<file path="src/sv/graph_bfs_dfs_traversal_top_macros.svh">
// Assertion macros for the graph search block.
// Included by graph_bfs_dfs_traversal_top; no other dependencies.
`ifndef GRAPH_BFS_DFS_TRAVERSAL_TOP_MACROS_SVH
`define GRAPH_BFS_DFS_TRAVERSAL_TOP_MACROS_SVH
`ifndef SYNTHESIS
// checked property, switched off while reset is asserted
`define GBDT_ASSERT(lbl, clk, rst_n, prop, msg) \
    lbl: assert property (@(posedge clk) disable iff (!rst_n) (prop)) else $error(msg);
// checked property, also watched through reset
`define GBDT_ASSERT_RST(lbl, clk, prop, msg) \
    lbl: assert property (@(posedge clk) (prop)) else $error(msg);
`else
`define GBDT_ASSERT(lbl, clk, rst_n, prop, msg)
`define GBDT_ASSERT_RST(lbl, clk, prop, msg)
`endif
`endif

</file>
<file path="src/sv/gbdt_pkg.sv">
// Shared types, constants and helpers of the graph search block.
// No dependencies; imported by every module of the block.
package gbdt_pkg;

    localparam int GBDT_MAX_VERTICES = 32;
    localparam int ROW_W   = 32;          // adjacency row width
    localparam int VTX_W   = 5;           // vertex index width
    localparam int CNT_W   = 6;           // counts and pointers
    localparam int MODE_W  = 2;
    localparam int VMEM_DEPTH = 32;       // queue / stack entries

    localparam logic [CNT_W-1:0] VC_RESET = 6'd32;

    // item modes
    localparam logic [MODE_W-1:0] MODE_LOAD = 2'd0;
    localparam logic [MODE_W-1:0] MODE_BFS  = 2'd1;
    localparam logic [MODE_W-1:0] MODE_DFS  = 2'd2;
    localparam logic [MODE_W-1:0] MODE_NONE = 2'd3;

    typedef enum logic [2:0] {
        ST_IDLE,
        ST_SCAN,
        ST_QWAIT,
        ST_FLUSH,
        ST_ERR
    } gbdt_state_t;

    // row store access
    typedef struct packed {
        logic             wr_en;
        logic             rd_en;
        logic [VTX_W-1:0] addr;
        logic [ROW_W-1:0] wdata;
    } row_req_t;

    // queue / stack memory access
    typedef struct packed {
        logic             wr_en;
        logic [VTX_W-1:0] wr_addr;
        logic [VTX_W-1:0] wr_data;
        logic             rd_en;
        logic [VTX_W-1:0] rd_addr;
    } vmem_req_t;

    // walker status
    typedef struct packed {
        logic idle;
        logic pend_valid;
    } walk_stat_t;

    // index of the lowest set bit (0 when none)
    function automatic logic [VTX_W-1:0] gbdt_lowest(input logic [ROW_W-1:0] bits);
        logic [VTX_W-1:0] idx;
        idx = '0;
        for (int i = ROW_W - 1; i >= 0; i--) begin
            if (bits[i]) begin
                idx = VTX_W'(i);
            end
        end
        return idx;
    endfunction

endpackage

</file>
<file path="src/sv/gbdt_row_store.sv">
// Adjacency row store: one 32-bit neighbour bitmap per vertex.
// Depends on gbdt_pkg. Per-entry valid bits give the all-zero reset.
module gbdt_row_store
    import gbdt_pkg::*;
#(
    parameter int MAX_VERTICES = GBDT_MAX_VERTICES
) (
    input  logic             aclk,
    input  logic             aresetn,
    input  row_req_t         req,
    output logic [ROW_W-1:0] rdata
);

    localparam int ROW_DEPTH = (MAX_VERTICES < ROW_W) ? MAX_VERTICES : ROW_W;
    localparam int AW        = $clog2(ROW_DEPTH);

    logic [ROW_W-1:0]     mem [ROW_DEPTH];
    logic [ROW_DEPTH-1:0] valid_reg;
    logic [ROW_W-1:0]     rd_data_reg;
    logic                 rd_valid_reg;
    logic [AW-1:0]        addr;

    assign addr = req.addr[AW-1:0];

    // storage array, registered read
    always_ff @(posedge aclk) begin
        if (req.wr_en) begin
            mem[addr] <= req.wdata;
        end
        if (req.rd_en) begin
            rd_data_reg <= mem[addr];
        end
    end

    // valid bits: cleared at once by reset
    always_ff @(posedge aclk) begin
        if (!aresetn) begin
            valid_reg    <= '0;
            rd_valid_reg <= 1'b0;
        end else begin
            if (req.wr_en) begin
                valid_reg[addr] <= 1'b1;
            end
            if (req.rd_en) begin
                rd_valid_reg <= valid_reg[addr];
            end
        end
    end

    // never-written rows read as zero
    assign rdata = rd_valid_reg ? rd_data_reg : '0;

endmodule

</file>
<file path="src/sv/gbdt_vtx_mem.sv">
// Vertex memory shared by the BFS queue and the DFS stack.
// Depends on gbdt_pkg. Contents undefined until written by a walk.
module gbdt_vtx_mem
    import gbdt_pkg::*;
(
    input  logic             aclk,
    input  vmem_req_t        req,
    output logic [VTX_W-1:0] rdata
);

    logic [VTX_W-1:0] mem [VMEM_DEPTH];
    logic [VTX_W-1:0] rd_data_reg;

    // one write port, one registered read port
    always_ff @(posedge aclk) begin
        if (req.wr_en) begin
            mem[req.wr_addr] <= req.wr_data;
        end
        if (req.rd_en) begin
            rd_data_reg <= mem[req.rd_addr];
        end
    end

    assign rdata = rd_data_reg;

endmodule

</file>
<file path="src/sv/gbdt_walker.sv">
// Walk controller: sequencer, visited mask, queue/stack pointers, result register.
// Depends on gbdt_pkg; drives gbdt_row_store and gbdt_vtx_mem.
module gbdt_walker
    import gbdt_pkg::*;
#(
    parameter int MAX_VERTICES = GBDT_MAX_VERTICES
) (
    input  logic              aclk,
    input  logic              aresetn,
    input  logic [CNT_W-1:0]  vertex_count,
    input  logic              s_valid,
    input  logic [MODE_W-1:0] s_mode,
    input  logic [VTX_W-1:0]  s_vertex,
    input  logic [ROW_W-1:0]  s_row_bits,
    output walk_stat_t        stat,
    output row_req_t          row_req,
    input  logic [ROW_W-1:0]  row_rdata,
    output vmem_req_t         vmem_req,
    input  logic [VTX_W-1:0]  vmem_rdata,
    output logic              m_valid,
    input  logic              m_ready,
    output logic [VTX_W-1:0]  m_visited_vertex,
    output logic              m_last,
    output logic              m_error
);

    localparam int ROW_CAP = (MAX_VERTICES < ROW_W) ? MAX_VERTICES : ROW_W;

    gbdt_state_t      state_reg, state_next;
    logic             dfs_reg, dfs_next;
    logic [ROW_W-1:0] visited_reg, visited_next;
    logic [CNT_W-1:0] head_reg, head_next;
    logic [CNT_W-1:0] tail_reg, tail_next;
    logic [CNT_W-1:0] sp_reg, sp_next;
    logic [VTX_W-1:0] pend_vertex_reg, pend_vertex_next;
    logic             pend_valid_reg, pend_valid_next;
    logic             out_valid_reg, out_valid_next;
    logic [VTX_W-1:0] out_vertex_reg, out_vertex_next;
    logic             out_last_reg, out_last_next;
    logic             out_error_reg, out_error_next;

    logic [CNT_W-1:0] live_n;
    logic [ROW_W-1:0] live_mask;
    logic [ROW_W-1:0] cand;
    logic             cand_any;
    logic [VTX_W-1:0] cand_idx;
    logic             accept;
    logic             is_walk;
    logic             start_ok;
    logic             load_ok;
    logic             out_free;
    logic             walk_end;
    logic [CNT_W-1:0] sp_below;

    // effective vertex count and row mask
    assign live_n = (vertex_count > CNT_W'(ROW_CAP)) ? CNT_W'(ROW_CAP) : vertex_count;

    always_comb begin
        for (int i = 0; i < ROW_W; i++) begin
            live_mask[i] = (CNT_W'(i) < live_n);
        end
    end

    // unvisited neighbours of the row in hand
    assign cand     = row_rdata & live_mask & ~visited_reg;
    assign cand_any = |cand;
    assign cand_idx = gbdt_lowest(cand);

    assign accept   = s_valid && (state_reg == ST_IDLE);
    assign is_walk  = (s_mode == MODE_BFS) || (s_mode == MODE_DFS);
    assign start_ok = {1'b0, s_vertex} < live_n;
    assign load_ok  = {2'b00, s_vertex} < 7'(MAX_VERTICES);
    assign out_free = !out_valid_reg || m_ready;
    assign walk_end = dfs_reg ? (sp_reg == CNT_W'(1)) : (head_reg == tail_reg);
    assign sp_below = sp_reg - CNT_W'(2);

    // next state
    always_comb begin
        state_next = state_reg;
        unique case (state_reg)
            ST_IDLE: begin
                if (accept && is_walk) begin
                    state_next = start_ok ? ST_SCAN : ST_ERR;
                end
            end
            ST_SCAN: begin
                if (!cand_any) begin
                    state_next = walk_end ? ST_FLUSH : ST_QWAIT;
                end
            end
            ST_QWAIT: begin
                state_next = ST_SCAN;
            end
            ST_FLUSH, ST_ERR: begin
                if (out_free) begin
                    state_next = ST_IDLE;
                end
            end
            default: begin
                state_next = ST_IDLE;
            end
        endcase
    end

    // datapath, memory requests and result beats
    always_comb begin
        dfs_next         = dfs_reg;
        visited_next     = visited_reg;
        head_next        = head_reg;
        tail_next        = tail_reg;
        sp_next          = sp_reg;
        pend_vertex_next = pend_vertex_reg;
        pend_valid_next  = pend_valid_reg;
        out_valid_next   = out_valid_reg && !m_ready;
        out_vertex_next  = out_vertex_reg;
        out_last_next    = out_last_reg;
        out_error_next   = out_error_reg;
        row_req          = '0;
        vmem_req         = '0;

        unique case (state_reg)
            ST_IDLE: begin
                if (accept && (s_mode == MODE_LOAD)) begin
                    row_req.wr_en = load_ok;
                    row_req.addr  = s_vertex;
                    row_req.wdata = s_row_bits;
                end else if (accept && is_walk && start_ok) begin
                    // start vertex is emitted first, its row fetched now
                    row_req.rd_en    = 1'b1;
                    row_req.addr     = s_vertex;
                    visited_next     = ROW_W'(1) << s_vertex;
                    pend_vertex_next = s_vertex;
                    pend_valid_next  = 1'b1;
                    dfs_next         = (s_mode == MODE_DFS);
                    head_next        = '0;
                    tail_next        = '0;
                    sp_next          = CNT_W'(1);
                    vmem_req.wr_en   = 1'b1;
                    vmem_req.wr_addr = '0;
                    vmem_req.wr_data = s_vertex;
                end
            end
            ST_SCAN: begin
                if (cand_any) begin
                    if (out_free) begin
                        // previous vertex leaves, new one is held back
                        out_valid_next   = 1'b1;
                        out_vertex_next  = pend_vertex_reg;
                        out_last_next    = 1'b0;
                        out_error_next   = 1'b0;
                        pend_vertex_next = cand_idx;
                        visited_next     = visited_reg | (ROW_W'(1) << cand_idx);
                        vmem_req.wr_en   = 1'b1;
                        vmem_req.wr_data = cand_idx;
                        if (dfs_reg) begin
                            // push and descend at once
                            vmem_req.wr_addr = sp_reg[VTX_W-1:0];
                            sp_next          = sp_reg + CNT_W'(1);
                            row_req.rd_en    = 1'b1;
                            row_req.addr     = cand_idx;
                        end else begin
                            vmem_req.wr_addr = tail_reg[VTX_W-1:0];
                            tail_next        = tail_reg + CNT_W'(1);
                        end
                    end
                end else if (dfs_reg) begin
                    // pop; fetch the frame beneath unless the stack empties
                    sp_next = sp_reg - CNT_W'(1);
                    if (!walk_end) begin
                        vmem_req.rd_en   = 1'b1;
                        vmem_req.rd_addr = sp_below[VTX_W-1:0];
                    end
                end else if (!walk_end) begin
                    // dequeue next vertex
                    vmem_req.rd_en   = 1'b1;
                    vmem_req.rd_addr = head_reg[VTX_W-1:0];
                    head_next        = head_reg + CNT_W'(1);
                end
            end
            ST_QWAIT: begin
                row_req.rd_en = 1'b1;
                row_req.addr  = vmem_rdata;
            end
            ST_FLUSH: begin
                if (out_free) begin
                    out_valid_next  = 1'b1;
                    out_vertex_next = pend_vertex_reg;
                    out_last_next   = 1'b1;
                    out_error_next  = 1'b0;
                    pend_valid_next = 1'b0;
                end
            end
            ST_ERR: begin
                if (out_free) begin
                    out_valid_next  = 1'b1;
                    out_vertex_next = '0;
                    out_last_next   = 1'b1;
                    out_error_next  = 1'b1;
                end
            end
            default: begin
                out_valid_next = out_valid_reg && !m_ready;
            end
        endcase
    end

    // control registers
    always_ff @(posedge aclk) begin
        if (!aresetn) begin
            state_reg      <= ST_IDLE;
            pend_valid_reg <= 1'b0;
            out_valid_reg  <= 1'b0;
            dfs_reg        <= 1'b0;
            visited_reg    <= '0;
            head_reg       <= '0;
            tail_reg       <= '0;
            sp_reg         <= '0;
        end else begin
            state_reg      <= state_next;
            pend_valid_reg <= pend_valid_next;
            out_valid_reg  <= out_valid_next;
            dfs_reg        <= dfs_next;
            visited_reg    <= visited_next;
            head_reg       <= head_next;
            tail_reg       <= tail_next;
            sp_reg         <= sp_next;
        end
    end

    // payload registers
    always_ff @(posedge aclk) begin
        pend_vertex_reg <= pend_vertex_next;
        out_vertex_reg  <= out_vertex_next;
        out_last_reg    <= out_last_next;
        out_error_reg   <= out_error_next;
    end

    assign stat.idle       = (state_reg == ST_IDLE);
    assign stat.pend_valid = pend_valid_reg;

    assign m_valid          = out_valid_reg;
    assign m_visited_vertex = out_vertex_reg;
    assign m_last           = out_last_reg;
    assign m_error          = out_error_reg;

endmodule

</file>
<file path="src/sv/graph_bfs_dfs_traversal_top.sv">
// Channel    | handshake            | beat contents
// -----------+----------------------+----------------------------------------
// input      | s_valid / s_ready    | s_mode, s_vertex, s_row_bits
// result     | m_valid / m_ready    | m_visited_vertex, m_last, m_error
// config     | cfg_valid / cfg_ready| cfg_data (vertex count)
//
// A load or an ignored item leaves the walker idle; a bad start vertex passes through
// the error state, which sends the error beat. A walk covers at most 32 vertices. Each
// stack pop or dequeue that does not end the walk reads the vertex memory, then the row
// store. Reset clears the row store valid bits at once, no clearing pass.
// While m_ready is low with a beat waiting, the walk holds at its next emission.
// Top level of the graph search block. Depends on gbdt_pkg, gbdt_row_store,
// gbdt_vtx_mem, gbdt_walker and graph_bfs_dfs_traversal_top_macros.svh.
`include "graph_bfs_dfs_traversal_top_macros.svh"

module graph_bfs_dfs_traversal_top
    import gbdt_pkg::*;
#(
    parameter int MAX_VERTICES = GBDT_MAX_VERTICES
) (
    input  logic              aclk,
    input  logic              aresetn,
    input  logic              cfg_valid,
    output logic              cfg_ready,
    input  logic [CNT_W-1:0]  cfg_data,
    input  logic              s_valid,
    output logic              s_ready,
    input  logic [MODE_W-1:0] s_mode,
    input  logic [VTX_W-1:0]  s_vertex,
    input  logic [ROW_W-1:0]  s_row_bits,
    output logic              m_valid,
    input  logic              m_ready,
    output logic [VTX_W-1:0]  m_visited_vertex,
    output logic              m_last,
    output logic              m_error
);

    logic [CNT_W-1:0] vertex_count_reg;
    walk_stat_t       walk_stat;
    row_req_t         row_req;
    logic [ROW_W-1:0] row_rdata;
    vmem_req_t        vmem_req;
    logic [VTX_W-1:0] vmem_rdata;

    // vertex count register
    assign cfg_ready = 1'b1;

    always_ff @(posedge aclk) begin
        if (!aresetn) begin
            vertex_count_reg <= VC_RESET;
        end else if (cfg_valid && cfg_ready) begin
            vertex_count_reg <= cfg_data;
        end
    end

    assign s_ready = walk_stat.idle;

    gbdt_row_store #(
        .MAX_VERTICES (MAX_VERTICES)
    ) u_row_store (
        .aclk    (aclk),
        .aresetn (aresetn),
        .req     (row_req),
        .rdata   (row_rdata)
    );

    gbdt_vtx_mem u_vtx_mem (
        .aclk  (aclk),
        .req   (vmem_req),
        .rdata (vmem_rdata)
    );

    gbdt_walker #(
        .MAX_VERTICES (MAX_VERTICES)
    ) u_walker (
        .aclk             (aclk),
        .aresetn          (aresetn),
        .vertex_count     (vertex_count_reg),
        .s_valid          (s_valid),
        .s_mode           (s_mode),
        .s_vertex         (s_vertex),
        .s_row_bits       (s_row_bits),
        .stat             (walk_stat),
        .row_req          (row_req),
        .row_rdata        (row_rdata),
        .vmem_req         (vmem_req),
        .vmem_rdata       (vmem_rdata),
        .m_valid          (m_valid),
        .m_ready          (m_ready),
        .m_visited_vertex (m_visited_vertex),
        .m_last           (m_last),
        .m_error          (m_error)
    );

    // checks
    `GBDT_ASSERT_RST(a_reset_no_beat, aclk, !aresetn |=> !m_valid, "result beat after reset")
    `GBDT_ASSERT(a_err_is_last, aclk, aresetn, m_valid && m_error |-> m_last, "error beat not last")
    `GBDT_ASSERT(a_idle_no_pend, aclk, aresetn, walk_stat.idle |-> !walk_stat.pend_valid, "idle with vertex held")
    `GBDT_ASSERT(a_load_one_cycle, aclk, aresetn, s_valid && s_ready && s_mode == MODE_LOAD |=> s_ready, "load left block busy")

endmodule

</file>
<file path="config.mk">
export PLATFORM = sky130hd
export DESIGN_NAME = graph_bfs_dfs_traversal_top
export DESIGN_NICKNAME = d
export VERILOG_FILES = /design/src/sv/gbdt_pkg.sv /design/src/sv/gbdt_row_store.sv /design/src/sv/gbdt_vtx_mem.sv /design/src/sv/gbdt_walker.sv /design/src/sv/graph_bfs_dfs_traversal_top.sv
export VERILOG_INCLUDE_DIRS = /design/src /design/src/sv
export SDC_FILE = /design/constraint.sdc
export NUM_CORES = 2
export LEC_CHECK = 0
export CAP_MARGIN = 40
export CORE_MARGIN = 2
export CORE_UTILIZATION = 45
export DETAILED_ROUTE_END_ITERATION = 16
export DONT_BUFFER_PORTS = 1
export GPL_TIMING_DRIVEN = 1
export SETUP_SLACK_MARGIN = 0.4
export SYNTH_ARGS = -nofsm -noshare
export SYNTH_HDL_FRONTEND = slang
export SYNTH_SLANG_ARGS = --single-unit
</file>
<file path="constraint.sdc">
create_clock -name aclk -period 7.7 [get_ports aclk]
set_input_delay 1.54 -clock aclk [delete_from_list [all_inputs] [get_ports aclk]]
set_output_delay 1.54 -clock aclk [all_outputs]
set_load 0.02 [all_outputs]
</file>
==> reports/metrics.yaml <==
synth_edf_count: 1233
synth_cells: 3898
cts_buffers: 140
grt_pass1_vias: 32200
power.leakage_nw: 21.3
synth-seq-area-share_pct: 70.9
worstReg2RegStart: "vertex_count_reg[5]"
cpPeakStageDelay_ps: 850
max_flop_register: "u_row_store.mem"
finalHoldViolations: 0
crit_type: "reg -> reg"
cts.repair.resized: 0
avgSynthCellArea_sq_um: 14.1
fin_util_pct: 51.2
setup_ws_ps: 1460
p_per_area_mw_per_mm2: 311
worst-path-max-fanout: 53
ctsHoldBuffers: 0
placed_cells_incl_taps: 5415
io-pin-count: 60
final_cells: 5663
post-place-ws_ps: 1520
largest_register_ffs: 1024
slew_viol_final: 0
reg2reg_to: "u_row_store.mem[19][15]"
p_sw_share_pct: 30.9
antenna_found_initial: 16
vias: 33600
drc_errors: 0
clkSinkCount: 1327
reg2reg_depth: 11
stdcell_area_sq_mm: 0.0622
ff2ff_setup_slack_ps: 1460
path_cells: "buf_4, o21ai_1, a2111oi_0, a21oi_1, nand4_1, nor4_4, nor3_1, a21o_4, nand3_1, nor2_4, buf_4"
tightest_slew_ps: 1050
combPwrFrac_pct: 21.2
max_freq_mhz: 160
rsz0062_at_grt: "no"
hold_ws_ps: 467
skew_ps: 37.2
clk_pin_slew_ps: 60
ant_nets: 0
grt-ovfl-total: 0
viasPerCell: 5.93
outcome: "completed"
port_buffers: 0
setup_viol: 0
grt_pass1_wl_mm: 225
hold-path-cell-count: 2
final_cell_mix: "1,233 x edfxtp_1, 606 x nand2_1, 548 x mux2i_1"
switchingPower_mw: 5.96
start_util_pct: 45.2
clock-root-buffer: "clkbuf_16"
power_frac_clock_pct: 33.5
async_flop_share_pct: 0
vdd_drop_max_uv: 260
seq_power_share_pct: 45.2
largest_registers: "u_row_store.mem: 1024 flops, u_vtx_mem.mem: 160 flops"
syn_to_final_growth_pct: 13.2
dr.pass1.iters: 6
final_common_cell: "edfxtp_1"
grt_max_degree: 172
fp.dieArea_sq_mm: 0.125
crit_path_frequent_cell: "buf_4"
ys_warn_count: 0
drtIter0Drc: 4156
internal-power_mw: 13.4
place_congestion: 0.880
cap_viol_max_count: 0
finalSetupTns_ps: 0
synthesis.nets: 3962
synth_area_sq_mm: 0.0549
power_mw: 19.3
cp.arrival_ps: 6680
dp_hpwl_mm: 89.3
wl_per_cell_um: 27.5
design.core.area_sq_mm: 0.121
placementRows: 128
synth_top_flop_cell: "edfxtp_1"
clk_latency_ps: 770
die_h_um: 353
post_cts_buffers: 0
slowest_stage: "a2111oi_0"
required_ps: 8140
chipWidth_um: 353
min_period_ps: 6240
htree_num_levels: 4
cts_tree: "yes"
routed_wirelength_mm: 156
period_share_pct: 81.1
ys_ff_latch: 1327
nets: 3996
yosysUniqueCellTypes: 85
hold_end: "u_row_store.valid_reg[25]"
end_kind: "register"
cts_max_path_buffers: 3
slew_headroom_pct: 29.7
placed_area_sq_mm: 0.0578
worstHoldStart: "u_row_store.valid_reg[25]"
track_usage_pct: 24.6
min-delay-path-class: "reg -> reg"
drive_gt1_share_pct: 9.96
crit_path_start_kind: "register"
[cells by family after synthesis]
group           count (synthesis)  synth area share, %
fa+ha+maj                      14                0.319
other cells                     1              0.00683
compound gates                399                 5.36
simple gates                 1314                 10.7
xor+xnor                       20                0.319
buf+inv                       264                 2.21
flops                        1327                 70.9
mux                           559                 10.2
[power groups by stage]
stage | logic (mW) | registers (mW) | clock network [mW]
floorplan | 2.69 | 8.66 | 0
global placement | 3.96 | 8.89 | 0
detailed placement | 4.05 | 8.89 | 0
CTS | 4.06 | 8.74 | 6.56
global route | 4.40 | 8.76 | 6.85
finish | 4.10 | 8.75 | 6.48
[layer usage]
layer	wire length [um]	GRT usage, %	up-vias	part of all wire, %
met5	80	0	-	0.051
met2	70800	37.6	1502	45
li1	-	-	14800	-
met1	67800	35.7	17000	44
met4	4110	7.51	12	2.6
met3	12800	4.58	244	8.2
[worst max-delay path, delay by kind of cell (launching register included)]
family / cells / cell delay [ps]
and+or+nand+nor: 5 / 2520
DFF: 1 / 770
buffers and inverters: 2 / 690
AOI/OAI and AO/OA: 4 / 1890
[cell type report]
class	count	area [sq um]
clock inverter	68	611
inverter	22	82.6
clock buffer	178	3750
fill	10300	59200
multi-input combinational	2307	15100
timing repair buffer	134	1670
tap	1625	2030
sequential	1327	38900
antenna	2	5.00
[cells in the mapped netlist, types with 9 or more instances]
cell type / instances / share of area (%)
ha_1: 14 / 0.32
clkbuf_1: 121 / 0.83
buf_2: 81 / 0.74
nand2_1: 606 / 4.1
nor3_1: 17 / 0.15
a311oi_1: 10 / 0.16
nand4_1: 43 / 0.49
buf_4: 15 / 0.21
a22oi_1: 13 / 0.18
nand2b_1: 27 / 0.31
xor2_1: 13 / 0.21
a211o_1: 9 / 0.14
dfxtp_1: 94 / 3.4
a21o_1: 11 / 0.15
nor2b_1: 16 / 0.18
nand3_1: 273 / 2.5
buf_6: 9 / 0.18
and2_1: 40 / 0.46
edfxtp_1: 1233 / 67
a21oi_1: 61 / 0.56
mux2_2: 10 / 0.21
buf_1: 16 / 0.11
inv_1: 20 / 0.14
a32oi_1: 129 / 2.1
a211oi_1: 19 / 0.26
mux2i_1: 548 / 10
o21ai_0: 61 / 0.56
nor2_1: 229 / 1.6
[worst max-delay path by stage]
stage / start / endpoint / slack, ps / cells past startpoint
4_1_cts: vertex_count_reg[5] / u_row_store.mem[5][5] / 1510 / 11
3_5_place_dp: vertex_count_reg[5] / u_row_store.mem[5][26] / 1520 / 11
5_1_grt: vertex_count_reg[5] / u_row_store.mem[19][15] / 1130 / 11
2_1_floorplan: s_vertex[0] / u_row_store.mem[13][0] / 1520 / 10
3_3_place_gp: vertex_count_reg[5] / u_row_store.mem[5][18] / 1590 / 11
6_report: vertex_count_reg[5] / u_row_store.mem[19][15] / 1460 / 11
(Power assumes the default switching activity.)
